### config.mk
export PLATFORM = sky130hd
export DESIGN_NAME = ppu_scroll_address_registers_unit
export DESIGN_NICKNAME = d
export VERILOG_FILES = /design/src/rtl/psr_pkg.sv /design/src/rtl/ppu_scroll_address_registers_unit.sv /design/src/rtl/psr_core.sv
export SDC_FILE = /design/constraint.sdc
export NUM_CORES = 1
export LEC_CHECK = 0
export BUFFER_PORTS_ARGS = -buffer_cell sky130_fd_sc_hd__buf_2
export CORE_MARGIN = 2
export CORE_UTILIZATION = 40
export DETAILED_ROUTE_END_ITERATION = 8
export PLACE_DENSITY = 0.63
export REMOVE_ABC_BUFFERS = 1
export SETUP_SLACK_MARGIN = 0.4
export SLEW_MARGIN = 20
export SYNTH_ARGS = -nofsm -noshare
export SYNTH_HDL_FRONTEND = slang
export SYNTH_SLANG_ARGS = --single-unit
export TNS_END_PERCENT = 50
### constraint.sdc
create_clock -name clk -period 3.2 [get_ports clk]
set_clock_uncertainty 0.15 [all_clocks]
set_input_delay 0.16 -clock clk [delete_from_list [all_inputs] [get_ports clk]]
set_output_delay 0.16 -clock clk [all_outputs]
set_load 0.005 [all_outputs]
### src/rtl/psr_pkg.sv
package psr_pkg;

    localparam int CMD_W  = 4;
    localparam int BYTE_W = 8;
    localparam int ADDR_W = 16;
    localparam int FINE_W = 3;
    localparam int LAT_W  = 5;
    localparam int CNT_W  = 4;

    localparam logic [CMD_W-1:0] CMD_WCTRL   = 4'd0;
    localparam logic [CMD_W-1:0] CMD_WSCROLL = 4'd1;
    localparam logic [CMD_W-1:0] CMD_WADDR   = 4'd2;
    localparam logic [CMD_W-1:0] CMD_WDATA   = 4'd3;
    localparam logic [CMD_W-1:0] CMD_WOTHER  = 4'd4;
    localparam logic [CMD_W-1:0] CMD_RSTATUS = 4'd5;
    localparam logic [CMD_W-1:0] CMD_RDATA   = 4'd6;
    localparam logic [CMD_W-1:0] CMD_INCX    = 4'd7;
    localparam logic [CMD_W-1:0] CMD_INCY    = 4'd8;
    localparam logic [CMD_W-1:0] CMD_COPYX   = 4'd9;
    localparam logic [CMD_W-1:0] CMD_COPYY   = 4'd10;
    localparam logic [CMD_W-1:0] CMD_SETVB   = 4'd11;
    localparam logic [CMD_W-1:0] CMD_CLRVB   = 4'd12;
    localparam logic [CMD_W-1:0] CMD_SPR0    = 4'd13;
    localparam logic [CMD_W-1:0] CMD_OVF     = 4'd14;
    localparam logic [CMD_W-1:0] CMD_TICK    = 4'd15;

    localparam logic [CNT_W-1:0] NMI_DELAY = 4'd15;

    localparam logic [ADDR_W-1:0] MASK_KEEP_NT     = 16'hF3FF;
    localparam logic [ADDR_W-1:0] MASK_KEEP_ADDRLO = 16'h80FF;
    localparam logic [ADDR_W-1:0] MASK_KEEP_FINEY  = 16'h8FFF;
    localparam logic [ADDR_W-1:0] MASK_KEEP_ROW    = 16'hFC1F;
    localparam logic [ADDR_W-1:0] MASK_KEEP_COL    = 16'hFFE0;
    localparam logic [ADDR_W-1:0] MASK_KEEP_LOW    = 16'hFF00;
    localparam logic [ADDR_W-1:0] BIT_NT_X         = 16'h0400;
    localparam logic [ADDR_W-1:0] BIT_NT_Y         = 16'h0800;
    localparam logic [ADDR_W-1:0] MASK_V_COPYX     = 16'hFBE0;
    localparam logic [ADDR_W-1:0] MASK_T_COPYX     = 16'h041F;
    localparam logic [ADDR_W-1:0] MASK_V_COPYY     = 16'h841F;
    localparam logic [ADDR_W-1:0] MASK_T_COPYY     = 16'h7BE0;
    localparam logic [ADDR_W-1:0] FINEY_STEP       = 16'h1000;
    localparam logic [ADDR_W-1:0] ROW_STEP         = 16'h0020;
    localparam logic [ADDR_W-1:0] COL_STEP         = 16'h0001;

    localparam logic [LAT_W-1:0] ROW_LAST_VISIBLE = 5'd29;
    localparam logic [LAT_W-1:0] ROW_MAX          = 5'd31;

    typedef struct packed {
        logic [ADDR_W-1:0] access_addr;
        logic [ADDR_W-1:0] vram_addr;
        logic [FINE_W-1:0] fine_x;
        logic [BYTE_W-1:0] status_value;
        logic              nmi_pulse;
    } result_t;

endpackage

### src/rtl/ppu_scroll_address_registers_unit.sv
// Scroll-address and register core of a tile video processor (loopy v/t/x/w scheme).
// Each input word is one command; each command yields exactly one result word.
// A command is taken into an input register, applied to the state by combinational
// bit logic and its result lands in an output register; one word per cycle is sustained
// when the output side keeps up. The input side keeps accepting while a result waits,
// until both stages are full.
module ppu_scroll_address_registers_unit
(
    input  logic                          clk,
    input  logic                          rst_n,
    input  logic                          in_valid,
    output logic                          in_ready,
    input  logic [psr_pkg::CMD_W-1:0]     cmd,
    input  logic [psr_pkg::BYTE_W-1:0]    data_byte,
    output logic                          out_valid,
    input  logic                          out_ready,
    output logic [psr_pkg::ADDR_W-1:0]    access_addr,
    output logic [psr_pkg::ADDR_W-1:0]    vram_addr,
    output logic [psr_pkg::FINE_W-1:0]    fine_x,
    output logic [psr_pkg::BYTE_W-1:0]    status_value,
    output logic                          nmi_pulse
);

    logic                       in_valid_reg;
    logic [psr_pkg::CMD_W-1:0]  cmd_reg;
    logic [psr_pkg::BYTE_W-1:0] data_reg;
    logic                       out_valid_reg;
    psr_pkg::result_t           result_reg;
    psr_pkg::result_t           step_result;
    logic                       advance;

    assign advance  = in_valid_reg && (!out_valid_reg || out_ready);
    assign in_ready = !in_valid_reg || advance;

    psr_core u_core
    (
        .clk       (clk),
        .rst_n     (rst_n),
        .step_en   (advance),
        .cmd       (cmd_reg),
        .data_byte (data_reg),
        .result    (step_result)
    );

    always_ff @(posedge clk or negedge rst_n)
    begin
        if (!rst_n)
        begin
            in_valid_reg  <= 1'b0;
            out_valid_reg <= 1'b0;
        end
        else
        begin
            if (in_ready)
            begin
                in_valid_reg <= in_valid;
            end
            if (advance)
            begin
                out_valid_reg <= 1'b1;
            end
            else if (out_ready)
            begin
                out_valid_reg <= 1'b0;
            end
        end
    end

    // payload, no reset
    always_ff @(posedge clk)
    begin
        if (in_ready && in_valid)
        begin
            cmd_reg  <= cmd;
            data_reg <= data_byte;
        end
        if (advance)
        begin
            result_reg <= step_result;
        end
    end

    assign out_valid    = out_valid_reg;
    assign access_addr  = result_reg.access_addr;
    assign vram_addr    = result_reg.vram_addr;
    assign fine_x       = result_reg.fine_x;
    assign status_value = result_reg.status_value;
    assign nmi_pulse    = result_reg.nmi_pulse;

`ifndef ASSERT_OFF
    a_no_overrun: assert property (@(posedge clk) disable iff (!rst_n)
        out_valid_reg && !out_ready && in_valid_reg |-> !in_ready)
        else $error("input accepted while both stages full");

    a_step_fills_out: assert property (@(posedge clk) disable iff (!rst_n)
        advance |=> out_valid_reg)
        else $error("applied command produced no result");

    a_ready_when_empty: assert property (@(posedge clk) disable iff (!rst_n)
        !in_valid_reg |-> in_ready)
        else $error("empty input stage not ready");
`endif

endmodule

### src/rtl/psr_core.sv
module psr_core
(
    input  logic                          clk,
    input  logic                          rst_n,
    input  logic                          step_en,
    input  logic [psr_pkg::CMD_W-1:0]     cmd,
    input  logic [psr_pkg::BYTE_W-1:0]    data_byte,
    output psr_pkg::result_t              result
);

    logic [psr_pkg::ADDR_W-1:0] cur_addr_reg,      cur_addr_next;
    logic [psr_pkg::ADDR_W-1:0] temp_addr_reg,     temp_addr_next;
    logic [psr_pkg::FINE_W-1:0] fine_scroll_reg,   fine_scroll_next;
    logic                       second_write_reg,  second_write_next;
    logic                       step_by_row_reg,   step_by_row_next;
    logic                       nmi_enable_reg,    nmi_enable_next;
    logic                       vblank_reg,        vblank_next;
    logic                       nmi_prev_reg,      nmi_prev_next;
    logic [psr_pkg::CNT_W-1:0]  nmi_count_reg,     nmi_count_next;
    logic                       spr0_reg,          spr0_next;
    logic                       ovf_reg,           ovf_next;
    logic [psr_pkg::LAT_W-1:0]  last_written_reg,  last_written_next;

    logic                       nmi_check;
    logic                       nmi_level;
    logic [psr_pkg::ADDR_W-1:0] v_fine_clr;
    logic [psr_pkg::LAT_W-1:0]  row;
    logic [psr_pkg::ADDR_W-1:0] v_nt_flip;
    logic [psr_pkg::ADDR_W-1:0] t_scroll;
    logic [psr_pkg::ADDR_W-1:0] t_low;
    logic [psr_pkg::CNT_W-1:0]  count_dec;

    always_comb
    begin
        cur_addr_next     = cur_addr_reg;
        temp_addr_next    = temp_addr_reg;
        fine_scroll_next  = fine_scroll_reg;
        second_write_next = second_write_reg;
        step_by_row_next  = step_by_row_reg;
        nmi_enable_next   = nmi_enable_reg;
        vblank_next       = vblank_reg;
        spr0_next         = spr0_reg;
        ovf_next          = ovf_reg;
        last_written_next = last_written_reg;
        nmi_check         = 1'b0;
        count_dec         = nmi_count_reg - psr_pkg::CNT_W'(1);
        nmi_count_next    = nmi_count_reg;
        nmi_prev_next     = nmi_prev_reg;

        result.access_addr  = cur_addr_reg;
        result.status_value = '0;
        result.nmi_pulse    = 1'b0;

        // y increment pieces
        v_fine_clr = cur_addr_reg & psr_pkg::MASK_KEEP_FINEY;
        row        = v_fine_clr[9:5];
        v_nt_flip  = v_fine_clr;
        if (row == psr_pkg::ROW_LAST_VISIBLE)
        begin
            row       = '0;
            v_nt_flip = v_fine_clr ^ psr_pkg::BIT_NT_Y;
        end
        else if (row == psr_pkg::ROW_MAX)
        begin
            row = '0;
        end
        else
        begin
            row = row + psr_pkg::LAT_W'(1);
        end

        t_scroll = (temp_addr_reg & psr_pkg::MASK_KEEP_FINEY)
                 | {1'b0, data_byte[2:0], 12'h000};
        t_scroll = (t_scroll & psr_pkg::MASK_KEEP_ROW)
                 | {6'h00, data_byte[7:3], 5'h00};
        t_low    = (temp_addr_reg & psr_pkg::MASK_KEEP_LOW) | {8'h00, data_byte};

        if (cmd <= psr_pkg::CMD_WOTHER)
        begin
            last_written_next = data_byte[psr_pkg::LAT_W-1:0];
        end

        case (cmd)
            psr_pkg::CMD_WCTRL:
            begin
                step_by_row_next = data_byte[2];
                nmi_enable_next  = data_byte[7];
                nmi_check        = 1'b1;
                temp_addr_next   = (temp_addr_reg & psr_pkg::MASK_KEEP_NT)
                                 | {4'h0, data_byte[1:0], 10'h000};
            end
            psr_pkg::CMD_WSCROLL:
            begin
                if (!second_write_reg)
                begin
                    temp_addr_next    = (temp_addr_reg & psr_pkg::MASK_KEEP_COL)
                                      | {11'h000, data_byte[7:3]};
                    fine_scroll_next  = data_byte[2:0];
                    second_write_next = 1'b1;
                end
                else
                begin
                    temp_addr_next    = t_scroll;
                    second_write_next = 1'b0;
                end
            end
            psr_pkg::CMD_WADDR:
            begin
                if (!second_write_reg)
                begin
                    temp_addr_next    = (temp_addr_reg & psr_pkg::MASK_KEEP_ADDRLO)
                                      | {2'b00, data_byte[5:0], 8'h00};
                    second_write_next = 1'b1;
                end
                else
                begin
                    temp_addr_next    = t_low;
                    cur_addr_next     = t_low;
                    second_write_next = 1'b0;
                end
            end
            psr_pkg::CMD_WDATA,
            psr_pkg::CMD_RDATA:
            begin
                cur_addr_next = cur_addr_reg + (step_by_row_reg ? psr_pkg::ROW_STEP
                                                                : psr_pkg::COL_STEP);
            end
            psr_pkg::CMD_WOTHER:
            begin
            end
            psr_pkg::CMD_RSTATUS:
            begin
                result.status_value = {vblank_reg, spr0_reg, ovf_reg, last_written_reg};
                vblank_next         = 1'b0;
                nmi_check           = 1'b1;
                second_write_next   = 1'b0;
            end
            psr_pkg::CMD_INCX:
            begin
                if (cur_addr_reg[4:0] == 5'h1F)
                begin
                    cur_addr_next = (cur_addr_reg & psr_pkg::MASK_KEEP_COL)
                                  ^ psr_pkg::BIT_NT_X;
                end
                else
                begin
                    cur_addr_next = cur_addr_reg + psr_pkg::COL_STEP;
                end
            end
            psr_pkg::CMD_INCY:
            begin
                if (cur_addr_reg[14:12] != 3'h7)
                begin
                    cur_addr_next = cur_addr_reg + psr_pkg::FINEY_STEP;
                end
                else
                begin
                    cur_addr_next = (v_nt_flip & psr_pkg::MASK_KEEP_ROW)
                                  | {6'h00, row, 5'h00};
                end
            end
            psr_pkg::CMD_COPYX:
            begin
                cur_addr_next = (cur_addr_reg & psr_pkg::MASK_V_COPYX)
                              | (temp_addr_reg & psr_pkg::MASK_T_COPYX);
            end
            psr_pkg::CMD_COPYY:
            begin
                cur_addr_next = (cur_addr_reg & psr_pkg::MASK_V_COPYY)
                              | (temp_addr_reg & psr_pkg::MASK_T_COPYY);
            end
            psr_pkg::CMD_SETVB:
            begin
                vblank_next = 1'b1;
                nmi_check   = 1'b1;
            end
            psr_pkg::CMD_CLRVB:
            begin
                vblank_next = 1'b0;
                nmi_check   = 1'b1;
                spr0_next   = 1'b0;
                ovf_next    = 1'b0;
            end
            psr_pkg::CMD_SPR0:
            begin
                spr0_next = 1'b1;
            end
            psr_pkg::CMD_OVF:
            begin
                ovf_next = 1'b1;
            end
            default:
            begin
                if (nmi_count_reg != '0)
                begin
                    nmi_count_next   = count_dec;
                    result.nmi_pulse = (count_dec == '0) && nmi_enable_reg && vblank_reg;
                end
            end
        endcase

        // nmi edge detect on enable/vblank change
        nmi_level = nmi_enable_next & vblank_next;
        if (nmi_check)
        begin
            if (nmi_level && !nmi_prev_reg)
            begin
                nmi_count_next = psr_pkg::NMI_DELAY;
            end
            nmi_prev_next = nmi_level;
        end

        result.vram_addr = cur_addr_next;
        result.fine_x    = fine_scroll_next;
    end

    always_ff @(posedge clk or negedge rst_n)
    begin
        if (!rst_n)
        begin
            cur_addr_reg     <= '0;
            temp_addr_reg    <= '0;
            fine_scroll_reg  <= '0;
            second_write_reg <= 1'b0;
            step_by_row_reg  <= 1'b0;
            nmi_enable_reg   <= 1'b0;
            vblank_reg       <= 1'b0;
            nmi_prev_reg     <= 1'b0;
            nmi_count_reg    <= '0;
            spr0_reg         <= 1'b0;
            ovf_reg          <= 1'b0;
            last_written_reg <= '0;
        end
        else if (step_en)
        begin
            cur_addr_reg     <= cur_addr_next;
            temp_addr_reg    <= temp_addr_next;
            fine_scroll_reg  <= fine_scroll_next;
            second_write_reg <= second_write_next;
            step_by_row_reg  <= step_by_row_next;
            nmi_enable_reg   <= nmi_enable_next;
            vblank_reg       <= vblank_next;
            nmi_prev_reg     <= nmi_prev_next;
            nmi_count_reg    <= nmi_count_next;
            spr0_reg         <= spr0_next;
            ovf_reg          <= ovf_next;
            last_written_reg <= last_written_next;
        end
    end

`ifndef ASSERT_OFF
    a_pulse_at_end: assert property (@(posedge clk) disable iff (!rst_n)
        step_en && result.nmi_pulse |-> nmi_count_reg == psr_pkg::CNT_W'(1))
        else $error("nmi pulse without countdown expiring");

    a_status_clears: assert property (@(posedge clk) disable iff (!rst_n)
        step_en && cmd == psr_pkg::CMD_RSTATUS |=> !vblank_reg && !second_write_reg)
        else $error("status read did not clear vblank and toggle");

    a_addr_load: assert property (@(posedge clk) disable iff (!rst_n)
        step_en && cmd == psr_pkg::CMD_WADDR && second_write_reg
        |=> cur_addr_reg == temp_addr_reg)
        else $error("second address write did not load v from t");

    a_status_zero: assert property (@(posedge clk) disable iff (!rst_n)
        cmd != psr_pkg::CMD_RSTATUS |-> result.status_value == '0)
        else $error("status byte driven outside status read");
`endif

endmodule
==> run_results.csv <==
group,metric,value,unit
outcome,run_status,"completed",
cts,cts_tree,"built",
power_and_ir_drop,power.density,621,nW/µm²
setup_path,r2r_start,"u_core.cur_addr_reg[0]$_DFFE_PN0P_",
power_and_ir_drop,swShare,0.345,
power_and_ir_drop,switching_power,1.55,mW
final_layout,seq_area,3010,µm²
sta,max_freq,0.367,GHz
global_route,grt_max_degree,37,
sta,post-route-period-util,0.852,
setup_path,worstPathRequired,3.16,ns
synth,synth-seq-cells,109,
detailed_routing,met3WireLength,816,µm
global_route,overflow,0,
setup_path,crit_path_end_kind,"flop",
setup_path,path_max_fanout,9,
detailed_routing,drt-total-wl,17000,µm
die,initial_core_util,0.409,
sta,min_period,2.73,ns
cts,cts_root_buf,"clkbuf_16",
setup_path,crit_arrival,2.68,ns
placed_design,hpwl,12300,µm
global_route,antenna_found_initial,0,
sta,rsz0062_at_grt,"true",
sta,worst_pin_slew,0.740,ns
sta,hold_viol,0,
final_layout,syn2layout_area_growth,16.4,%
power_and_ir_drop,p_leak,2.79,nW
sta,relSlewSlack,0.504,
final_layout,final_nets,690,
final_layout,post-route-cell-area,7210,µm²
final_layout,diodes,0,
die,coreArea,15100,µm²
final_layout,multiInputGateArea,2960,µm²
cts,clock_latency,0.37,ns
power_and_ir_drop,p_int,2.93,mW
detailed_routing,routed-via-count,5222,
detailed_routing,top_layer_used,"met4",
setup_path,r2r-end,"vram_addr[13]$_DFFE_PP_",
die,die_w,128,µm
power_and_ir_drop,p_comb_frac,0.280,
placed_design,place_area,6740,µm²
detailed_routing,drc,0,
setup_path,worstSetupStartpointType,"flop",
job,drv_cap,0,
die,ioPinCount,62,
synth,synth.avg_cell_area,10.5,µm²
power_and_ir_drop,seq_power_share,0.480,
final_layout,drive_above_1_share,0.225,
cts,path_clk_slew,0.08,ns
placed_design,portBuffers,61,
setup_path,rrSetupSlack,0.47,ns
die,chipHeight,128,µm
synth,synthArstFlopShare,0.486,
cts,htree_num_levels,3,
synth,synth_cell_type_count,80,
detailed_routing,via_per_inst,6.11,
detailed_routing,drt-met1-wl,7880,µm
cts,cts.sinks,109,
power_and_ir_drop,power,4.47,mW
synth,synth_cells,591,
final_layout,filler_cell_count,1386,
placed_design,gp_congestion,0.924,
detailed_routing,wl_per_cell,19.9,µm
synth,synth_edf_count,56,
global_route,grt_use_total,0.210,
power_and_ir_drop,clkPwrFrac,0.241,
setup_path,crit_start,"u_core.cur_addr_reg[0]$_DFFE_PN0P_",
worst_hold_path,hp-class,"input pin to asynchronous set/reset pin",
sta,setup_viol,0,
synth,synth_area,6190,µm²
detailed_routing,antenna_left,0,
detailed_routing,first_pass_iters,5,
detailed_routing,wl_met2,8070,µm
die,rows,45,
synth,yosys_most_used_dff,"edfxtp_1",
die,dieArea,16500,µm²
synth,synth-seq-area-share,0.486,
setup_path,reg2regPathDepth,8,
sta,slew_viol_final,0,
global_route,grt_pass1_wl,26700,µm
setup_path,worstSetupPathType,"flop to flop",
cts,cts_inserted_buffers,9,
sta,fin_tns_setup,0,ns
power_and_ir_drop,ir_drop,0.000326,V
global_route,grt_pass1_vias,4904,
cts,cts_buffer_depth,2,
synth,yosys_warnings,0,
detailed_routing,drt_iter0_markers,390,
[power groups by stage]
stage | logic [mW] | clock network (mW) | registers [mW]
detailed placement | 1.22 | 0 | 2.17
global placement | 1.19 | 0 | 2.15
global route | 1.38 | 1.16 | 2.19
finish | 1.25 | 1.08 | 2.15
CTS | 1.24 | 1.10 | 2.14
floorplan | 0.759 | 0 | 2.11
[metrics by stage]
step / util / hold WS, ns / setup slack, ns / cells
2_1_floorplan: - / -0.286 / -0.138 / 552
3_3_place_gp: 0.445 / 0.0252 / 0.529 / 822
3_5_place_dp: 0.445 / 0.0227 / 0.487 / 822
4_1_cts: 0.473 / 0.169 / 0.474 / 853
5_1_grt: 0.476 / 0.217 / 0.363 / 855
6_report: 0.476 / 0.167 / 0.475 / 855
[cell usage in the layout (no fill, tap or decap), types with 14 or more instances in the layout]
cell type / count
buf_4: 20
o21ai_0: 38
nand3_1: 15
dlygate4sd3_1: 15
a21oi_1: 29
inv_1: 14
edfxtp_1: 56
dfrtp_1: 52
mux2_2: 22
buf_2: 61
a211oi_1: 14
nand2_1: 39
nor2_1: 38
[how the worst max path moves through the flow]
stage                                             endpoint  slack [ns]
finish                             vram_addr[13]$_DFFE_PP_        0.47
CTS                                 vram_addr[6]$_DFFE_PP_        0.47
detailed placement                  vram_addr[6]$_DFFE_PP_        0.49
global route                       vram_addr[13]$_DFFE_PP_        0.36
floorplan           u_core.last_written_reg[0]$_DFFE_PN0P_       -0.14
global placement                    vram_addr[8]$_DFFE_PP_        0.53
[cells by family (layout without fill, tap and decap cells)]
logic type                 count (synthesis)  after routing  share of synthesized area
and+or+nand+nor                          196            196                      0.180
AOI/OAI and AO/OA                        188            188                      0.212
xor gates and xnor gates                   4              4                    0.00687
adders and majority gates                 12             12                     0.0242
muxes                                     28             28                     0.0497
buffers and inverters                     54            130                     0.0414
DFF                                      109            109                      0.486
[metal layers]
metal  up-vias  track usage
met5         -            0
met4         0       0.0679
met3        19       0.0391
met2       205        0.337
met1      2572        0.288
li1       2426            -
[cell usage after synthesis, types with 6 or more instances]
library cell	instances	area [µm²]
a211oi_1	14	105
a21oi_1	30	150
a221o_1	7	70.1
a221oi_1	7	61.3
a22o_1	13	114
a22oi_1	12	90.1
a32oi_1	6	52.6
and2_1	12	75.1
and3_1	8	50.1
buf_2	17	85.1
clkbuf_1	15	56.3
dfrtp_1	53	1330
edfxtp_1	56	1680
ha_1	12	150
inv_1	14	52.6
mux2_2	22	248
mux2i_1	6	60.1
nand2_1	39	146
nand2b_1	11	68.8
nand3_1	15	75.1
nor2_1	38	143
nor2b_1	9	56.3
nor3_1	11	55.1
nor3b_1	6	45.0
nor4_1	8	50.1
o21ai_0	39	195
o22ai_1	12	75.1
[cell type report]
class,instances,share of cell area
clock buffers,9,0.0312
clock inverters,7,0.00816
repair buffers,99,0.0923
flip-flops and latches,109,0.417
well taps,188,0.0326
inverters,15,0.00781
multi-input cells,428,0.410
[repair_timing]
item | 4_1_cts | 5_1_grt
hold buffers | 15 | 0
resized for setup | 0 | 8
endpoints found under the hold margin | 32 | 0
endpoints found under the setup margin | 0 | 15
setup buffers | 0 | 2
[worst max-delay path, cell delays in order (launching register included)]
cell and delay, ns:
dfrtp_1 0.48, ha_1 0.31, and3_1 0.20, ha_1 0.23, nand3b_1 0.23, nor4_1 0.27, mux2i_1 0.14, a2111oi_2 0.40
nor2_1 0.07
Power figures use the tool's default switching activity.
